File: config.mk
export PLATFORM = sky130hd
export DESIGN_NAME = kphc_ctrl
export DESIGN_NICKNAME = d
export VERILOG_FILES = /design/src/rtl/core/kphc_pkg.sv /design/src/rtl/core/kphc_ctrl.sv
export SDC_FILE = /design/constraint.sdc
export NUM_CORES = 1
export LEC_CHECK = 0
export BUFFER_PORTS_ARGS = -buffer_cell sky130_fd_sc_hd__clkbuf_2
export CORE_AREA = 2 2 39 41
export DETAILED_ROUTE_END_ITERATION = 7
export DIE_AREA = 0 0 41 43
export PLACE_DENSITY = 0.33
export SYNTH_ARGS = -nofsm -noshare
export SYNTH_HDL_FRONTEND = slang
export SYNTH_SLANG_ARGS = --single-unit
File: constraint.sdc
create_clock -name clk -period 1.15 [get_ports clk]
set_clock_uncertainty 0.05 [all_clocks]
set_input_delay 0.1725 -clock clk [delete_from_list [all_inputs] [get_ports clk]]
set_output_delay 0.1725 -clock clk [all_outputs]
set_load 0.02 [all_outputs]
File: src/rtl/core/kphc_pkg.sv
// ----------------------------------------------------------------------------
// kphc_pkg
// shared types and constants of the key press/hold classifier
// ----------------------------------------------------------------------------
package kphc_pkg;

	localparam int KEY_COUNT_DEF = 18;   // keys per frame
	localparam int KEY_BITS      = 18;   // width of the pressed bitmap
	localparam int HOLD_W        = 12;   // hold counter and threshold width
	localparam int STATE_W       = 3;    // classification code width
	localparam int INDEX_W       = 5;    // key index width on the result
	localparam int CFG_IDX_W     = 2;
	localparam int CFG_DATA_W    = 12;

	localparam logic [HOLD_W-1:0] HOLD_RESET = 12'd100;

	typedef enum logic [STATE_W-1:0] {
		ST_RELEASED = 3'd0,
		ST_FALLING  = 3'd1,
		ST_RISING   = 3'd2,
		ST_SHORT    = 3'd3,
		ST_LONG     = 3'd4
	} key_state_t;

	typedef enum logic [CFG_IDX_W-1:0] {
		REG_LEFT_HOLD  = 2'd0,
		REG_RIGHT_HOLD = 2'd1,
		REG_KBD_HOLD   = 2'd2
	} cfg_reg_t;

	// controller to datapath
	typedef struct packed {
		logic load;      // capture the frame, restart at key 0
		logic rd_en;     // read one key's record
		logic rd_next;   // read the key after the current one
		logic step;      // retire current key: write back, load result
	} kphc_cmd_t;

	// datapath to controller
	typedef struct packed {
		logic last;      // current key is the final one
		logic out_free;  // result register can take a new result
	} kphc_sts_t;

endpackage

File: src/rtl/core/kphc_ctrl.sv
// ----------------------------------------------------------------------------
// kphc_ctrl
// sequencer walking the keys of one frame
// ----------------------------------------------------------------------------
module kphc_ctrl
	import kphc_pkg::*;
(
	input  logic      clk,
	input  logic      arst_n,
	input  logic      frame_valid,
	output logic      frame_ready,
	input  kphc_sts_t sts,
	output kphc_cmd_t cmd
);

	typedef enum logic [2:0] {
		S_IDLE  = 3'b001,
		S_FETCH = 3'b010,
		S_RUN   = 3'b100
	} ctrl_state_t;

	ctrl_state_t state_q, state_nx;

	always_ff @(posedge clk or negedge arst_n) begin
		if (!arst_n) begin
			state_q <= S_IDLE;
		end else begin
			state_q <= state_nx;
		end
	end

	always_comb begin
		state_nx    = state_q;
		cmd         = '0;
		frame_ready = 1'b0;
		case (state_q)
			S_IDLE: begin
				frame_ready = 1'b1;
				if (frame_valid) begin
					cmd.load = 1'b1;
					state_nx = S_FETCH;
				end
			end
			S_FETCH: begin
				cmd.rd_en = 1'b1;
				state_nx  = S_RUN;
			end
			S_RUN: begin
				if (sts.out_free) begin
					cmd.step = 1'b1;
					if (sts.last) begin
						state_nx = S_IDLE;
					end else begin
						// prefetch the next key while retiring this one
						cmd.rd_en   = 1'b1;
						cmd.rd_next = 1'b1;
					end
				end
			end
			default: begin
				state_nx = S_IDLE;
			end
		endcase
	end

endmodule

==> results.yml <==
run:
  cap_viol_max_count: 0
floorplan:
  coreArea_mm2: 0.00138
  num_rows: 14
  io_pins: 10
  dieWidth_um: 41
  die_area_mm2: 0.00176
  die_height_um: 43
  start_util_pct: 12.7
pwr:
  p_int_mw: 0.563
  switchingPower_mw: 0.288
  power_frac_seq_pct: 23.4
  clock_power_share_pct: 22.2
  power_density_mw_per_mm2: 2540
  combPwrFrac_pct: 54.4
  netSwitchingFraction_pct: 33.8
  p_leak_nw: 0.151
  vdd_drop_max_mv: 0.925
layout:
  drive_gt1_share_pct: 66.7
  nFillCells: 160
  largest_reg_flops: 3
  antenna_cells: 0
  top_regs: "state_q: 3 flops"
  top_register: "state_q"
  areaGrowthSynthToFinish_pct: 91.4
  fin_area_um2: 335
  fin_nets: 39
clock_network:
  numClockSinks: 3
  cts_setup_buffers: 0
  cts_inserted_buffers: 3
  worstSkewPairLatency_ns: 0.24
  clkTransAtPathRegs_ns: 0.04
  cts_tree: "done"
  clock_path_buffers: 2
  h-tree-depth: 1
  cts_root_buffer: "clkbuf_4"
synth:
  synthAdderAreaFrac_pct: 0
  synthFlopType: "dfrtp_1"
  synth.distinct_cells: 14
  synthArstFlopShare_pct: 100
  synth_compound_area_share_pct: 12.9
  syn_area_per_cell_um2: 10.3
  ys_seq_area_share_pct: 43.6
  synth.area.top_cells: "dfrtp_1 (29%), dfstp_2 (15%), nor3b_4 (11%), o21ba_1 (5.7%), and2_4 (5.0%)"
  synthSimpleGateAreaFrac_pct: 43.6
  synth_top_family_by_area: "simple AND/OR/NAND/NOR gates"
  synth_xor_xnor_area_share_pct: 0
  syn_inst: 17
  synth_top_area_cell: "dfrtp_1"
  yosysWarnings: 0
  netlist_area_um2: 175
  netlist.area_leader.share_pct: 28.6
  synth.mux.area_fraction_pct: 0
  ys_ff_latch: 3
  syn_nets: 22
  synth_common_cells: "dfrtp_1 (2), nand2_1 (2), nor2_1 (2)"
  synth_edf_count: 0
worst_setup_path:
  cp.required_ns: 0.93
  path_class: "flip-flop to primary output"
  crit_chain: "nor3b_4, and2_4, buf_8"
  crit_fanout: 2
  crit_path_top_delay_cell: "dfstp_2"
  crit_family: "flip-flops"
  cp.arrival_ns: 1.22
  worstSetupStartpointType: "flip-flop"
  max_stage_delay_ns: 0.52
  cp-end-kind: "primary output"
  path_buf_inv: 1
placed_design:
  port_buffers: 9
  placed_area_um2: 255
  post-place-ws_ns: -0.140
  gp_congestion: 0.572
grt:
  grt_overflow: 0
  grt_max_degree: 6
  grt_pass1_wl_um: 786
  grtUsageTotal_pct: 7.84
  grt_pass1_vias: 195
  antenna_found_initial: 0
sta:
  worst_slack_ns: -0.295
  rsz0062_at_grt: "yes"
  clock.fmax_ghz: 0.692
  period_minus_slack_ns: 1.44
  tns_ns: -1.27
  fin_crit_sh_pct: 126
  setup_violations: 5
  hold_violations: 0
  worst_slew_pin_slew_ns: 0.204
  slew_viol_final: 0
  slew_headroom_pct: 86.4
routing:
  drc_errors: 0
  wl_um: 441
  ant_nets: 0
  wl_per_cell_um: 9.00
  routed-via-count: 189
  dr.first_iter.drc_count: 0
  drt_first_pass_iters: 1
  drt-vias-per-instance: 3.86
worst_hold_path:
  min_path_type: "input port to flip-flop"
outcome:
  violations: "setup timing"
  status: "complete, but fails checks"
-- stage by stage --
stage                     util [%]  hold WS, ns  instances  total power, mW
after floorplan                  -       -0.173         17            0.413
after global placement        18.4      -0.0805         44            0.547
after detailed placement      18.4      -0.0789         44            0.552
after CTS                     24.1        0.121         49            0.841
after global routing          24.2        0.132         49            0.923
final                         24.2        0.125         49            0.850
-- worst paths after layout --
check	slack (ns)	cells past startpoint	startpoint	end
max	-0.29	3	state_q[0]$_DFFE_PN1P_	cmd[3]
min	0.13	2	frame_valid	state_q[1]$_DFFE_PN0P_
max reg2reg	0.01	3	state_q[0]$_DFFE_PN1P_	state_q[0]$_DFFE_PN1P_
min reg2reg	0.60	2	state_q[0]$_DFFE_PN1P_	state_q[2]$_DFFE_PN0P_
max in group asynchronous	0.64	2	arst_n	state_q[0]$_DFFE_PN1P_
min in group asynchronous	0.21	2	arst_n	state_q[1]$_DFFE_PN0P_
-- logic make-up (layout without fill, tap and decap cells) --
kind of cell / Yosys count / after routing
and+or+nand+nor: 11 / 11
DFF: 3 / 3
buffers and inverters: 0 / 16
AOI/OAI and AO/OA: 3 / 3
-- layout make-up --
cell class | count | area (um^2) | share of cell area [%]
Clock buffer | 4 | 26.3 | 7.84
Tap cell | 16 | 20.0 | 5.97
Timing Repair Buffer | 12 | 97.6 | 29.1
Sequential cell | 3 | 77.6 | 23.1
Multi-Input combinational cell | 14 | 114 | 34.0
-- routing by layer --
metal / wire length [um] / GRT usage, %
met1: 165 / 7.10
met2: 204 / 9.69
met3: 47 / 3.66
met4: 24 / 12.0
met5: 0 / 0
-- power by group through the flow --
stage               sequential (mW)  clock, mW  combinational [mW]
detailed placement            0.192          0               0.360
CTS                           0.201      0.196               0.444
global route                  0.205      0.211               0.507
floorplan                     0.197          0               0.216
finish                        0.199      0.189               0.463
global placement              0.188          0               0.359
-- placed cells by master, fill, tap and decap left out, types with 2 or more instances in the layout --
| cell type | netlist | layout |
|---|---|---|
| clkbuf_2 | 0 | 4 |
| nor2_1 | 2 | 2 |
| clkbuf_4 | 0 | 3 |
| buf_8 | 0 | 2 |
| buf_4 | 0 | 5 |
-- repair_timing --
| action | CTS | global route |
|---|---|---|
| hold endpoints to repair | 3 | 0 |
| setup endpoints to repair | 5 | 7 |
| pin swaps | 1 | 2 |
| resized for setup | 12 | 5 |
| hold buffers | 1 | 0 |
No activity file was read; power rests on OpenSTA's default activity.
