===== src/rtl/core/kphc_pkg.sv =====
// ----------------------------------------------------------------------------
// kphc_pkg
// shared types and constants of the key press/hold classifier
// ----------------------------------------------------------------------------
package kphc_pkg;

	localparam int KEY_COUNT_DEF = 18;   // keys per frame
	localparam int KEY_BITS      = 18;   // width of the pressed bitmap
	localparam int HOLD_W        = 12;   // hold counter and threshold width
	localparam int STATE_W       = 3;    // classification code width
	localparam int INDEX_W       = 5;    // key index width on the result
	localparam int CFG_IDX_W     = 2;
	localparam int CFG_DATA_W    = 12;

	localparam logic [HOLD_W-1:0] HOLD_RESET = 12'd100;

	typedef enum logic [STATE_W-1:0] {
		ST_RELEASED = 3'd0,
		ST_FALLING  = 3'd1,
		ST_RISING   = 3'd2,
		ST_SHORT    = 3'd3,
		ST_LONG     = 3'd4
	} key_state_t;

	typedef enum logic [CFG_IDX_W-1:0] {
		REG_LEFT_HOLD  = 2'd0,
		REG_RIGHT_HOLD = 2'd1,
		REG_KBD_HOLD   = 2'd2
	} cfg_reg_t;

	// controller to datapath
	typedef struct packed {
		logic load;      // capture the frame, restart at key 0
		logic rd_en;     // read one key's record
		logic rd_next;   // read the key after the current one
		logic step;      // retire current key: write back, load result
	} kphc_cmd_t;

	// datapath to controller
	typedef struct packed {
		logic last;      // current key is the final one
		logic out_free;  // result register can take a new result
	} kphc_sts_t;

endpackage


===== src/rtl/core/kphc_dp.sv =====
// ----------------------------------------------------------------------------
// kphc_dp
// per-key record store, classification logic and result register
// ----------------------------------------------------------------------------
module kphc_dp
	import kphc_pkg::*;
#(
	parameter int KEY_COUNT = KEY_COUNT_DEF
) (
	input  logic                  clk,
	input  logic                  arst_n,
	input  logic                  cfg_we,
	input  logic [CFG_IDX_W-1:0]  cfg_index,
	input  logic [CFG_DATA_W-1:0] cfg_data,
	input  logic [KEY_BITS-1:0]   pressed_keys,
	input  kphc_cmd_t             cmd,
	output kphc_sts_t             sts,
	output logic                  result_valid,
	input  logic                  result_ready,
	output logic [INDEX_W-1:0]    key_index,
	output logic [STATE_W-1:0]    key_state,
	output logic [STATE_W-1:0]    previous_state,
	output logic                  last_of_frame
);

	localparam int IdxW = (KEY_COUNT > 1) ? $clog2(KEY_COUNT) : 1;
	localparam int RecW = HOLD_W + STATE_W;

	logic [HOLD_W-1:0]   left_hold_q, right_hold_q, kbd_hold_q;
	logic [KEY_BITS-1:0] pressed_q;
	logic [IdxW-1:0]     idx_q;
	logic [RecW-1:0]     mem_q [KEY_COUNT];
	logic [KEY_COUNT-1:0] vld_q;
	logic [RecW-1:0]     rdata_s1;
	logic                rvld_s1;

	logic                result_valid_q;
	logic [INDEX_W-1:0]  key_index_q;
	logic [STATE_W-1:0]  key_state_q;
	logic [STATE_W-1:0]  previous_state_q;
	logic                last_q;

	logic [IdxW-1:0]     rd_addr;
	logic                last_key;
	logic [HOLD_W-1:0]   cnt_cur;
	logic [STATE_W-1:0]  st_cur;
	logic [KEY_BITS-1:0] shifted;
	logic                pressed;
	logic [HOLD_W-1:0]   thr_raw, thr;
	logic [HOLD_W:0]     cnt_inc;
	logic [HOLD_W-1:0]   cnt_nx;
	key_state_t          st_nx;
	logic [INDEX_W+IdxW-1:0] idx_ext;

	// threshold registers
	always_ff @(posedge clk or negedge arst_n) begin
		if (!arst_n) begin
			left_hold_q  <= HOLD_RESET;
			right_hold_q <= HOLD_RESET;
			kbd_hold_q   <= HOLD_RESET;
		end else if (cfg_we) begin
			case (cfg_index)
				REG_LEFT_HOLD:  left_hold_q  <= cfg_data[HOLD_W-1:0];
				REG_RIGHT_HOLD: right_hold_q <= cfg_data[HOLD_W-1:0];
				REG_KBD_HOLD:   kbd_hold_q   <= cfg_data[HOLD_W-1:0];
				default: ;
			endcase
		end
	end

	assign last_key = (idx_q == IdxW'(KEY_COUNT - 1));
	assign rd_addr  = cmd.rd_next ? IdxW'(idx_q + 1'b1) : idx_q;

	// frame capture and key counter
	always_ff @(posedge clk or negedge arst_n) begin
		if (!arst_n) begin
			idx_q <= '0;
		end else if (cmd.load) begin
			idx_q <= '0;
		end else if (cmd.step && !last_key) begin
			idx_q <= IdxW'(idx_q + 1'b1);
		end
	end

	always_ff @(posedge clk) begin
		if (cmd.load) begin
			pressed_q <= pressed_keys;
		end
	end

	// record store: one read, one write port, registered read
	always_ff @(posedge clk) begin
		if (cmd.step) begin
			mem_q[idx_q] <= {cnt_nx, st_nx};
		end
		if (cmd.rd_en) begin
			rdata_s1 <= mem_q[rd_addr];
		end
	end

	always_ff @(posedge clk or negedge arst_n) begin
		if (!arst_n) begin
			vld_q   <= '0;
			rvld_s1 <= 1'b0;
		end else begin
			if (cmd.step) begin
				vld_q[idx_q] <= 1'b1;
			end
			if (cmd.rd_en) begin
				rvld_s1 <= vld_q[rd_addr];
			end
		end
	end

	// never-written record reads as counter zero, released
	assign cnt_cur = rvld_s1 ? rdata_s1[RecW-1:STATE_W] : '0;
	assign st_cur  = rvld_s1 ? rdata_s1[STATE_W-1:0] : ST_RELEASED;

	// keys beyond the bitmap are never pressed
	assign shifted = pressed_q >> idx_q;
	assign pressed = shifted[0];

	always_comb begin
		if (idx_q == '0) begin
			thr_raw = left_hold_q;
		end else if (idx_q == IdxW'(1)) begin
			thr_raw = right_hold_q;
		end else begin
			thr_raw = kbd_hold_q;
		end
	end
	assign thr     = (thr_raw == '0) ? HOLD_W'(1) : thr_raw;
	assign cnt_inc = {1'b0, cnt_cur} + (HOLD_W+1)'(1);

	always_comb begin
		if (!pressed) begin
			st_nx  = (cnt_cur != '0) ? ST_FALLING : ST_RELEASED;
			cnt_nx = '0;
		end else if (cnt_inc == (HOLD_W+1)'(1)) begin
			st_nx  = ST_RISING;
			cnt_nx = HOLD_W'(1);
		end else if (cnt_inc >= {1'b0, thr}) begin
			st_nx  = ST_LONG;
			cnt_nx = thr;
		end else begin
			st_nx  = ST_SHORT;
			cnt_nx = cnt_inc[HOLD_W-1:0];
		end
	end

	assign idx_ext = {{INDEX_W{1'b0}}, idx_q};

	// result register
	always_ff @(posedge clk or negedge arst_n) begin
		if (!arst_n) begin
			result_valid_q <= 1'b0;
		end else if (cmd.step) begin
			result_valid_q <= 1'b1;
		end else if (result_ready) begin
			result_valid_q <= 1'b0;
		end
	end

	always_ff @(posedge clk) begin
		if (cmd.step) begin
			key_index_q      <= idx_ext[INDEX_W-1:0];
			key_state_q      <= st_nx;
			previous_state_q <= st_cur;
			last_q           <= last_key;
		end
	end

	assign sts.last      = last_key;
	assign sts.out_free  = !result_valid_q || result_ready;

	assign result_valid   = result_valid_q;
	assign key_index      = key_index_q;
	assign key_state      = key_state_q;
	assign previous_state = previous_state_q;
	assign last_of_frame  = last_q;

endmodule


===== config.mk =====
export PLATFORM = sky130hd
export DESIGN_NAME = kphc_dp
export DESIGN_NICKNAME = d
export VERILOG_FILES = /design/src/rtl/core/kphc_pkg.sv /design/src/rtl/core/kphc_dp.sv
export SDC_FILE = /design/constraint.sdc
export NUM_CORES = 1
export LEC_CHECK = 0
export BUFFER_PORTS_ARGS = -buffer_cell sky130_fd_sc_hd__buf_2
export CORE_ASPECT_RATIO = 2
export CORE_UTILIZATION = 35
export CTS_CLUSTER_DIAMETER = 150
export DETAILED_ROUTE_END_ITERATION = 6
export PLACE_DENSITY = 0.46
export SYNTH_ARGS = -nofsm -noshare
export SYNTH_HDL_FRONTEND = slang
export SYNTH_SLANG_ARGS = --single-unit

===== constraint.sdc =====
create_clock -name clk -period 6.3 [get_ports clk]
set_input_delay 1.26 -clock clk [delete_from_list [all_inputs] [get_ports clk]]
set_output_delay 1.26 -clock clk [all_outputs]
set_load 0.05 [all_outputs]

==> results.yml, run 1 <==
detailed_routing:
  drc: 0
  post_drt_wl_per_cell_um: 26.8
  via_per_inst: 5.30
  detail_route.iter0.violations: 400
  ant_nets: 0
  drt_first_pass_iters: 4
  routed_wl_um: 41200
  num_vias: 8160
worst_setup_path:
  path_max_fanout: 18
  path_cells: "inv_1 > ha_1 > or4b_1 > o21ai_0 > nor4b_2 > a31o_2 > ha_1 > nand4_1 > nor2_1 > a211oi_1 > a21oi_1 > a2111oi_4 > buf_4 > nand2_1 > a21oi_1"
  worstRegToRegCells: 15
  slowest_delay_ns: 0.98
  cpMaxStageDelayCell: "a21oi_1"
  timing.rr.end: "mem_q[5][14]$_DFFE_PP_"
  crit_path_start: "idx_q[1]$_DFFE_PN0P_"
  rr_startpoint: "idx_q[1]$_DFFE_PN0P_"
  critical_path_class: "register to register"
  regToRegSetupSlack_ns: 0.66
  required_ns: 6.45
  cp-start-kind: "register"
  cp-endpoint: "mem_q[5][14]$_DFFE_PP_"
  crit_path_end_kind: "register"
  crit_arrival_ns: 5.79
pwr:
  peakVddDrop_v: 0.000170
  p_per_area_nw_per_um2: 349
  pwr-share-clk: 0.344
  intPower_w: 0.00464
  p_switching_w: 0.00164
  combinationalPowerShare: 0.166
  switching_share: 0.261
  seqPwrFrac: 0.490
  total_power_w: 0.00628
  cellLeakagePower_nw: 6.31
clock_network:
  cts_repair_resize_count: 0
  clockBufferDepth: 3
  cts_setup_buffers: 0
  clock_latency_ns: 0.53
  htree_levels: 2
  clk_pin_slew_ns: 0.07
  hold_buffers: 0
  cts_num_sinks: 376
  cts_buffers: 36
  cts_root_buf: "clkbuf_16"
  cts_tree: "done"
grt:
  track_usage: 0.185
  grt_overflow: 0
  grt_max_degree: 66
  antenna_found_initial: 0
  grt_pass1_vias: 8957
  grt_pass1_wl_um: 61300
floorplan:
  dieArea_um2: 45800
  die_w_um: 152
  initial_core_util: 0.356
  row_count: 109
  ios: 55
  die_h_um: 302
  coreArea_um2: 44200
logic_synthesis:
  ys_warn_count: 0
  post-synth-top-count-cell: "edfxtp_1"
  synth_area_leaders: "edfxtp_1 60%, mux4_2 12%, dfrtp_1 8.3%, mux2_2 2.6%, mux2i_1 1.7%"
  synthTopCellsByCount: "315 x edfxtp_1, 84 x mux4_2, 52 x dfrtp_1"
  ys_ff_latch: 376
  synth_nets: 942
  avgSynthCellArea_um2: 17.8
  synth-edff-count: 315
  synth.distinct_cells: 57
  ys_seq_area_frac: 0.700
  postSynthCellCount: 883
  synthArstFlopShare: 0.162
  synth_top_area_cell: "edfxtp_1"
  yosysTopAreaCellShare: 0.602
  synth_ff_type: "edfxtp_1"
  synth_area_um2: 15700
cells_and_area:
  drive_gt1_frac: 0.326
  syn2layout_area_growth_pct: 14.7
  nFillCells: 4016
  insertedDiodeCount: 0
  nNetsFinal: 1019
  utilization: 0.408
place:
  gp_congestion: 0.834
  hpwl_um: 25300
  portBuffers: 54
timing:
  finClkSkew_ns: 0.0249
  worst_pin_slew_ns: 1.28
  maxSlewViolCount: 0
  tns_ns: 0
  final_hold_viol_count: 0
  fmax_mhz: 177
  period_share: 0.895
  slew-limit-headroom: 0.149
  rsz0062_at_grt: "no"
  hold_slack_ns: 0.468
  fin_crit_ns: 5.64
  setup_violations: 0
min_path:
  hp-class: "register to register"
flow_run:
  cap_violations: 0
status:
  status: "complete, no violations"
## layer usage
layer | track usage | part of all wire
met4 | 0.0676 | 0.032
met3 | 0.0218 | 0.028
met2 | 0.350 | 0.56
met5 | 0 | 0
met1 | 0.211 | 0.38
## power groups by stage
stage / Combinational (W) / Clock (W) / Sequential, W
3_5_place_dp: 0.00106 / 0 / 0.00313
4_1_cts: 0.00107 / 0.00222 / 0.00308
2_1_floorplan: 0.000675 / 0 / 0.00313
3_3_place_gp: 0.00106 / 0 / 0.00313
5_1_grt: 0.00115 / 0.00230 / 0.00309
6_report: 0.00104 / 0.00216 / 0.00308
## state kept, by name (all words and copies together) (netlist names)
| name | flops |
|---|---|
| right_hold_q | 12 |
| result_valid | 1 |
| key_state | 3 |
| rdata_s1 | 15 |
| key_index | 5 |
| vld_q | 18 |
| last_of_frame | 1 |
| left_hold_q | 12 |
| kbd_hold_q | 12 |
| previous_state | 3 |
| pressed_q | 18 |
| rvld_s1 | 1 |
| mem_q | 270 |
| idx_q | 5 |
## worst max-delay path: cells and delay by family (launching register included)
kind / cells / cell delay, ns
compound gates: 6 / 2.57
simple gates: 5 / 1.27
flops: 1 / 0.57
buf+inv: 2 / 0.44
fa+ha+maj: 2 / 0.41
## through the flow
step                worst slack [ns]  cell area [µm²]  cells
finish                         0.662            18000   1541
global route                   0.220            18000   1541
CTS                            0.588            18000   1541
detailed placement             0.608            16900   1477
global placement               0.829            16900   1477
floorplan                       1.60            15700    883
## kinds of logic after synthesis
logic type,count (synthesis),synth area share
buffers and inverters,60,0.0184
muxes,147,0.163
adders and majority gates,19,0.0151
DFF,376,0.700
AOI/OAI and AO/OA,82,0.0325
xor gates and xnor gates,18,0.0100
and+or+nand+nor,181,0.0606
## layout by cell type (no fill, tap or decap), types with 9 or more instances in the layout
master	Yosys	layout
edfxtp_1	315	315
mux4_2	84	84
buf_2	14	54
dfrtp_1	52	52
nand2_1	44	44
mux2_2	36	36
clkbuf_16	0	36
buf_4	6	29
mux2i_1	27	26
or2_2	25	25
nor2_1	39	24
o21ai_0	24	24
a21oi_1	22	21
ha_1	19	19
inv_1	13	13
nor2_4	0	12
nand3_1	10	10
nand2b_1	10	10
clkinv_1	1	9
nand4_1	9	9
dfstp_2	9	9
## final cells by class
cell class / count / area [µm²] / area share
clock inverter: 21 / 219 / 0.0122
sequential: 376 / 11000 / 0.610
inverter: 14 / 52.6 / 0.00292
clock buffer: 43 / 927 / 0.0514
multi-input combinational: 447 / 4600 / 0.255
tap: 555 / 694 / 0.0385
timing repair buffer: 85 / 528 / 0.0293
## worst min path at each step
stage	startpoint	end	slack (ns)	cells after the start
after floorplan	vld_q[13]$_DFFE_PN0P_	vld_q[13]$_DFFE_PN0P_	0.43	1
after global placement	vld_q[5]$_DFFE_PN0P_	vld_q[5]$_DFFE_PN0P_	0.45	1
after detailed placement	vld_q[3]$_DFFE_PN0P_	vld_q[3]$_DFFE_PN0P_	0.45	1
after CTS	vld_q[3]$_DFFE_PN0P_	vld_q[3]$_DFFE_PN0P_	0.47	1
after global routing	vld_q[5]$_DFFE_PN0P_	vld_q[5]$_DFFE_PN0P_	0.48	1
final	vld_q[2]$_DFFE_PN0P_	vld_q[2]$_DFFE_PN0P_	0.47	1
No activity file was read; power rests on OpenSTA's default activity.
==> run 2: changes to the inputs <==
--- a/config.mk
+++ b/config.mk
@@ -11,6 +11,7 @@
 export CTS_CLUSTER_DIAMETER = 150
 export DETAILED_ROUTE_END_ITERATION = 6
 export PLACE_DENSITY = 0.46
+export REMOVE_ABC_BUFFERS = 1
 export SYNTH_ARGS = -nofsm -noshare
 export SYNTH_HDL_FRONTEND = slang
 export SYNTH_SLANG_ARGS = --single-unit
==> run 2 against run 1 <==
Critical path depth stayed put. Setup slack improved by 0.069 ns. Routed wire length down 6.0%. Via count is 0.70% higher. Die area unchanged. Hold slack lost 0.0080 ns. Global-route usage is 1.1 points lower. Non-clock buffer count is 5 higher. Utilization grew 0.20 points. Largest cell class unchanged.
==> results.yml, run 2 (synthesis gave the netlist of run 1 again) <==
clock_network:
  cts_tree: "done"
  hold_buffers: 0
  clockBufferDepth: 3
  htree_levels: 2
  cts_root_buf: "clkbuf_16"
  clock_latency_ns: 0.54
  cts_repair_resize_count: 0
  clk_pin_slew_ns: 0.07
  cts_buffers: 34
  cts_num_sinks: 376
  cts_setup_buffers: 0
timing:
  worst_slack_ns: 0.731
  period_share: 0.884
  setup_violations: 0
  rsz0062_at_grt: "no"
  fmax_mhz: 180
  final_hold_viol_count: 0
  slew-limit-headroom: 0.138
  worst_pin_slew_ns: 1.29
  finClkSkew_ns: 0.0232
  maxSlewViolCount: 0
  fin_crit_ns: 5.57
cells_and_area:
  insertedDiodeCount: 0
  final_cell_mix: "315 x edfxtp_1, 84 x mux4_2, 54 x buf_2"
  syn2layout_area_growth_pct: 15.3
  largest_register_ffs: 270
  top_register: "mem_q"
  drive_gt1_frac: 0.328
  top_regs: "mem_q (270), pressed_q (18), vld_q (18)"
  final_common_cell: "edfxtp_1"
  nNetsFinal: 1022
  final_area_um2: 18100
  fin_cells: 1544
floorplan:
  coreArea_um2: 44200
  initial_core_util: 0.356
  die_w_um: 152
  die_h_um: 302
  row_count: 109
  dieArea_um2: 45800
  ios: 55
place:
  portBuffers: 54
  dp.cells: 1482
  hpwl_um: 24600
  dp_slack_ns: 0.706
  gp_congestion: 0.799
  placed_area_um2: 16900
worst_setup_path:
  critical_path_class: "register to register"
  path_max_fanout: 18
  crit_arrival_ns: 5.72
  crit_path_end_kind: "register"
  required_ns: 6.45
  cp-start-kind: "register"
pwr:
  total_power_w: 0.00638
  cellLeakagePower_nw: 6.37
  p_switching_w: 0.00165
  intPower_w: 0.00473
  p_per_area_nw_per_um2: 352
  peakVddDrop_v: 0.000170
  pwr-share-clk: 0.357
  combinationalPowerShare: 0.159
  switching_share: 0.258
  seqPwrFrac: 0.484
detailed_routing:
  num_vias: 8217
  ant_nets: 0
  detail_route.iter0.violations: 558
  drt_first_pass_iters: 5
  via_per_inst: 5.32
  post_drt_wl_per_cell_um: 25.1
  routed_wl_um: 38800
  drc: 0
flow_run:
  cap_violations: 0
status:
  status: "complete, no violations"
grt:
  antenna_found_initial: 0
  track_usage: 0.174
  grt_pass1_vias: 8911
  grt_max_degree: 66
  grt_pass1_wl_um: 58300
  grt_overflow: 0
min_path:
  hp-class: "register to register"
## run 2: changes by cell type in the layout (fill, tap and decap cells not counted), moves of 3 or more
| cell | previous run | this run |
|---|---|---|
| buf_4 | 29 | 34 |
| and3_2 | 4 | 0 |
| bufinv_16 | 4 | 7 |
| and3_1 | 0 | 4 |
| clkbuf_1 | 7 | 1 |
## run 2: critical path: stages (launching register included)
cell and delay, ns:
dfrtp_1 0.60, inv_1 0.22, ha_1 0.19, or4b_1 0.73, o21ai_0 0.57, nor4b_2 0.28
a31o_2 0.21, ha_1 0.23, nand4_1 0.09, nor2_1 0.04, a211oi_1 0.25, a21oi_1 0.14
a2111oi_4 0.35, buf_4 0.24, nand2_1 0.07, a21oi_1 0.97
## run 2: path summary, 6_finish.rpt
path / startpoint / slack, ns / endpoint / depth (start not counted)
worst min register to register: vld_q[11]$_DFFE_PN0P_ / 0.46 / vld_q[11]$_DFFE_PN0P_ / 1
worst max-delay path: idx_q[0]$_DFFE_PN0P_ / 0.73 / mem_q[12][14]$_DFFE_PP_ / 15
max in group asynchronous: arst_n / 4.80 / left_hold_q[4]$_DFFE_PN0P_ / 2
min in group asynchronous: arst_n / 0.88 / result_valid$_DFFE_PN0P_ / 2
worst min-delay path: vld_q[11]$_DFFE_PN0P_ / 0.46 / vld_q[11]$_DFFE_PN0P_ / 1
worst max register to register: idx_q[0]$_DFFE_PN0P_ / 0.73 / mem_q[12][14]$_DFFE_PP_ / 15
## run 2: layout make-up
| type | count | area, µm² |
|---|---|---|
| Fill cell | 4020 | 26100 |
| Sequential cell | 376 | 11000 |
| Multi-Input combinational cell | 447 | 4580 |
| Clock buffer | 36 | 880 |
| Tap cell | 555 | 694 |
| Timing Repair Buffer | 90 | 566 |
| Clock inverter | 26 | 339 |
| Inverter | 14 | 52.6 |
## run 2: metal layers
layer / part of all wire / vias up / track usage
met3: 0.027 / 72 / 0.0194
met5: 0 / - / 0
li1: - / 3626 / -
met1: 0.40 / 4364 / 0.203
met4: 0.035 / 0 / 0.0690
met2: 0.54 / 155 / 0.323
## run 2: metrics by stage
step                      utilization  setup TNS (ns)  hold WS (ns)
after floorplan                     -          -57.55         0.434
after global placement          0.382               0         0.446
after detailed placement        0.382               0         0.448
after CTS                       0.410               0         0.463
after global routing            0.410               0         0.468
final                           0.410               0         0.460
## run 2: power by group through the flow
| stage | clock network, W | registers [W] | logic, W |
|---|---|---|---|
| 2_1_floorplan | 0 | 0.00314 | 0.000696 |
| 3_3_place_gp | 0 | 0.00314 | 0.00103 |
| 3_5_place_dp | 0 | 0.00314 | 0.00104 |
| 4_1_cts | 0.00233 | 0.00309 | 0.00104 |
| 5_1_grt | 0.00240 | 0.00310 | 0.00112 |
| 6_report | 0.00227 | 0.00309 | 0.00101 |
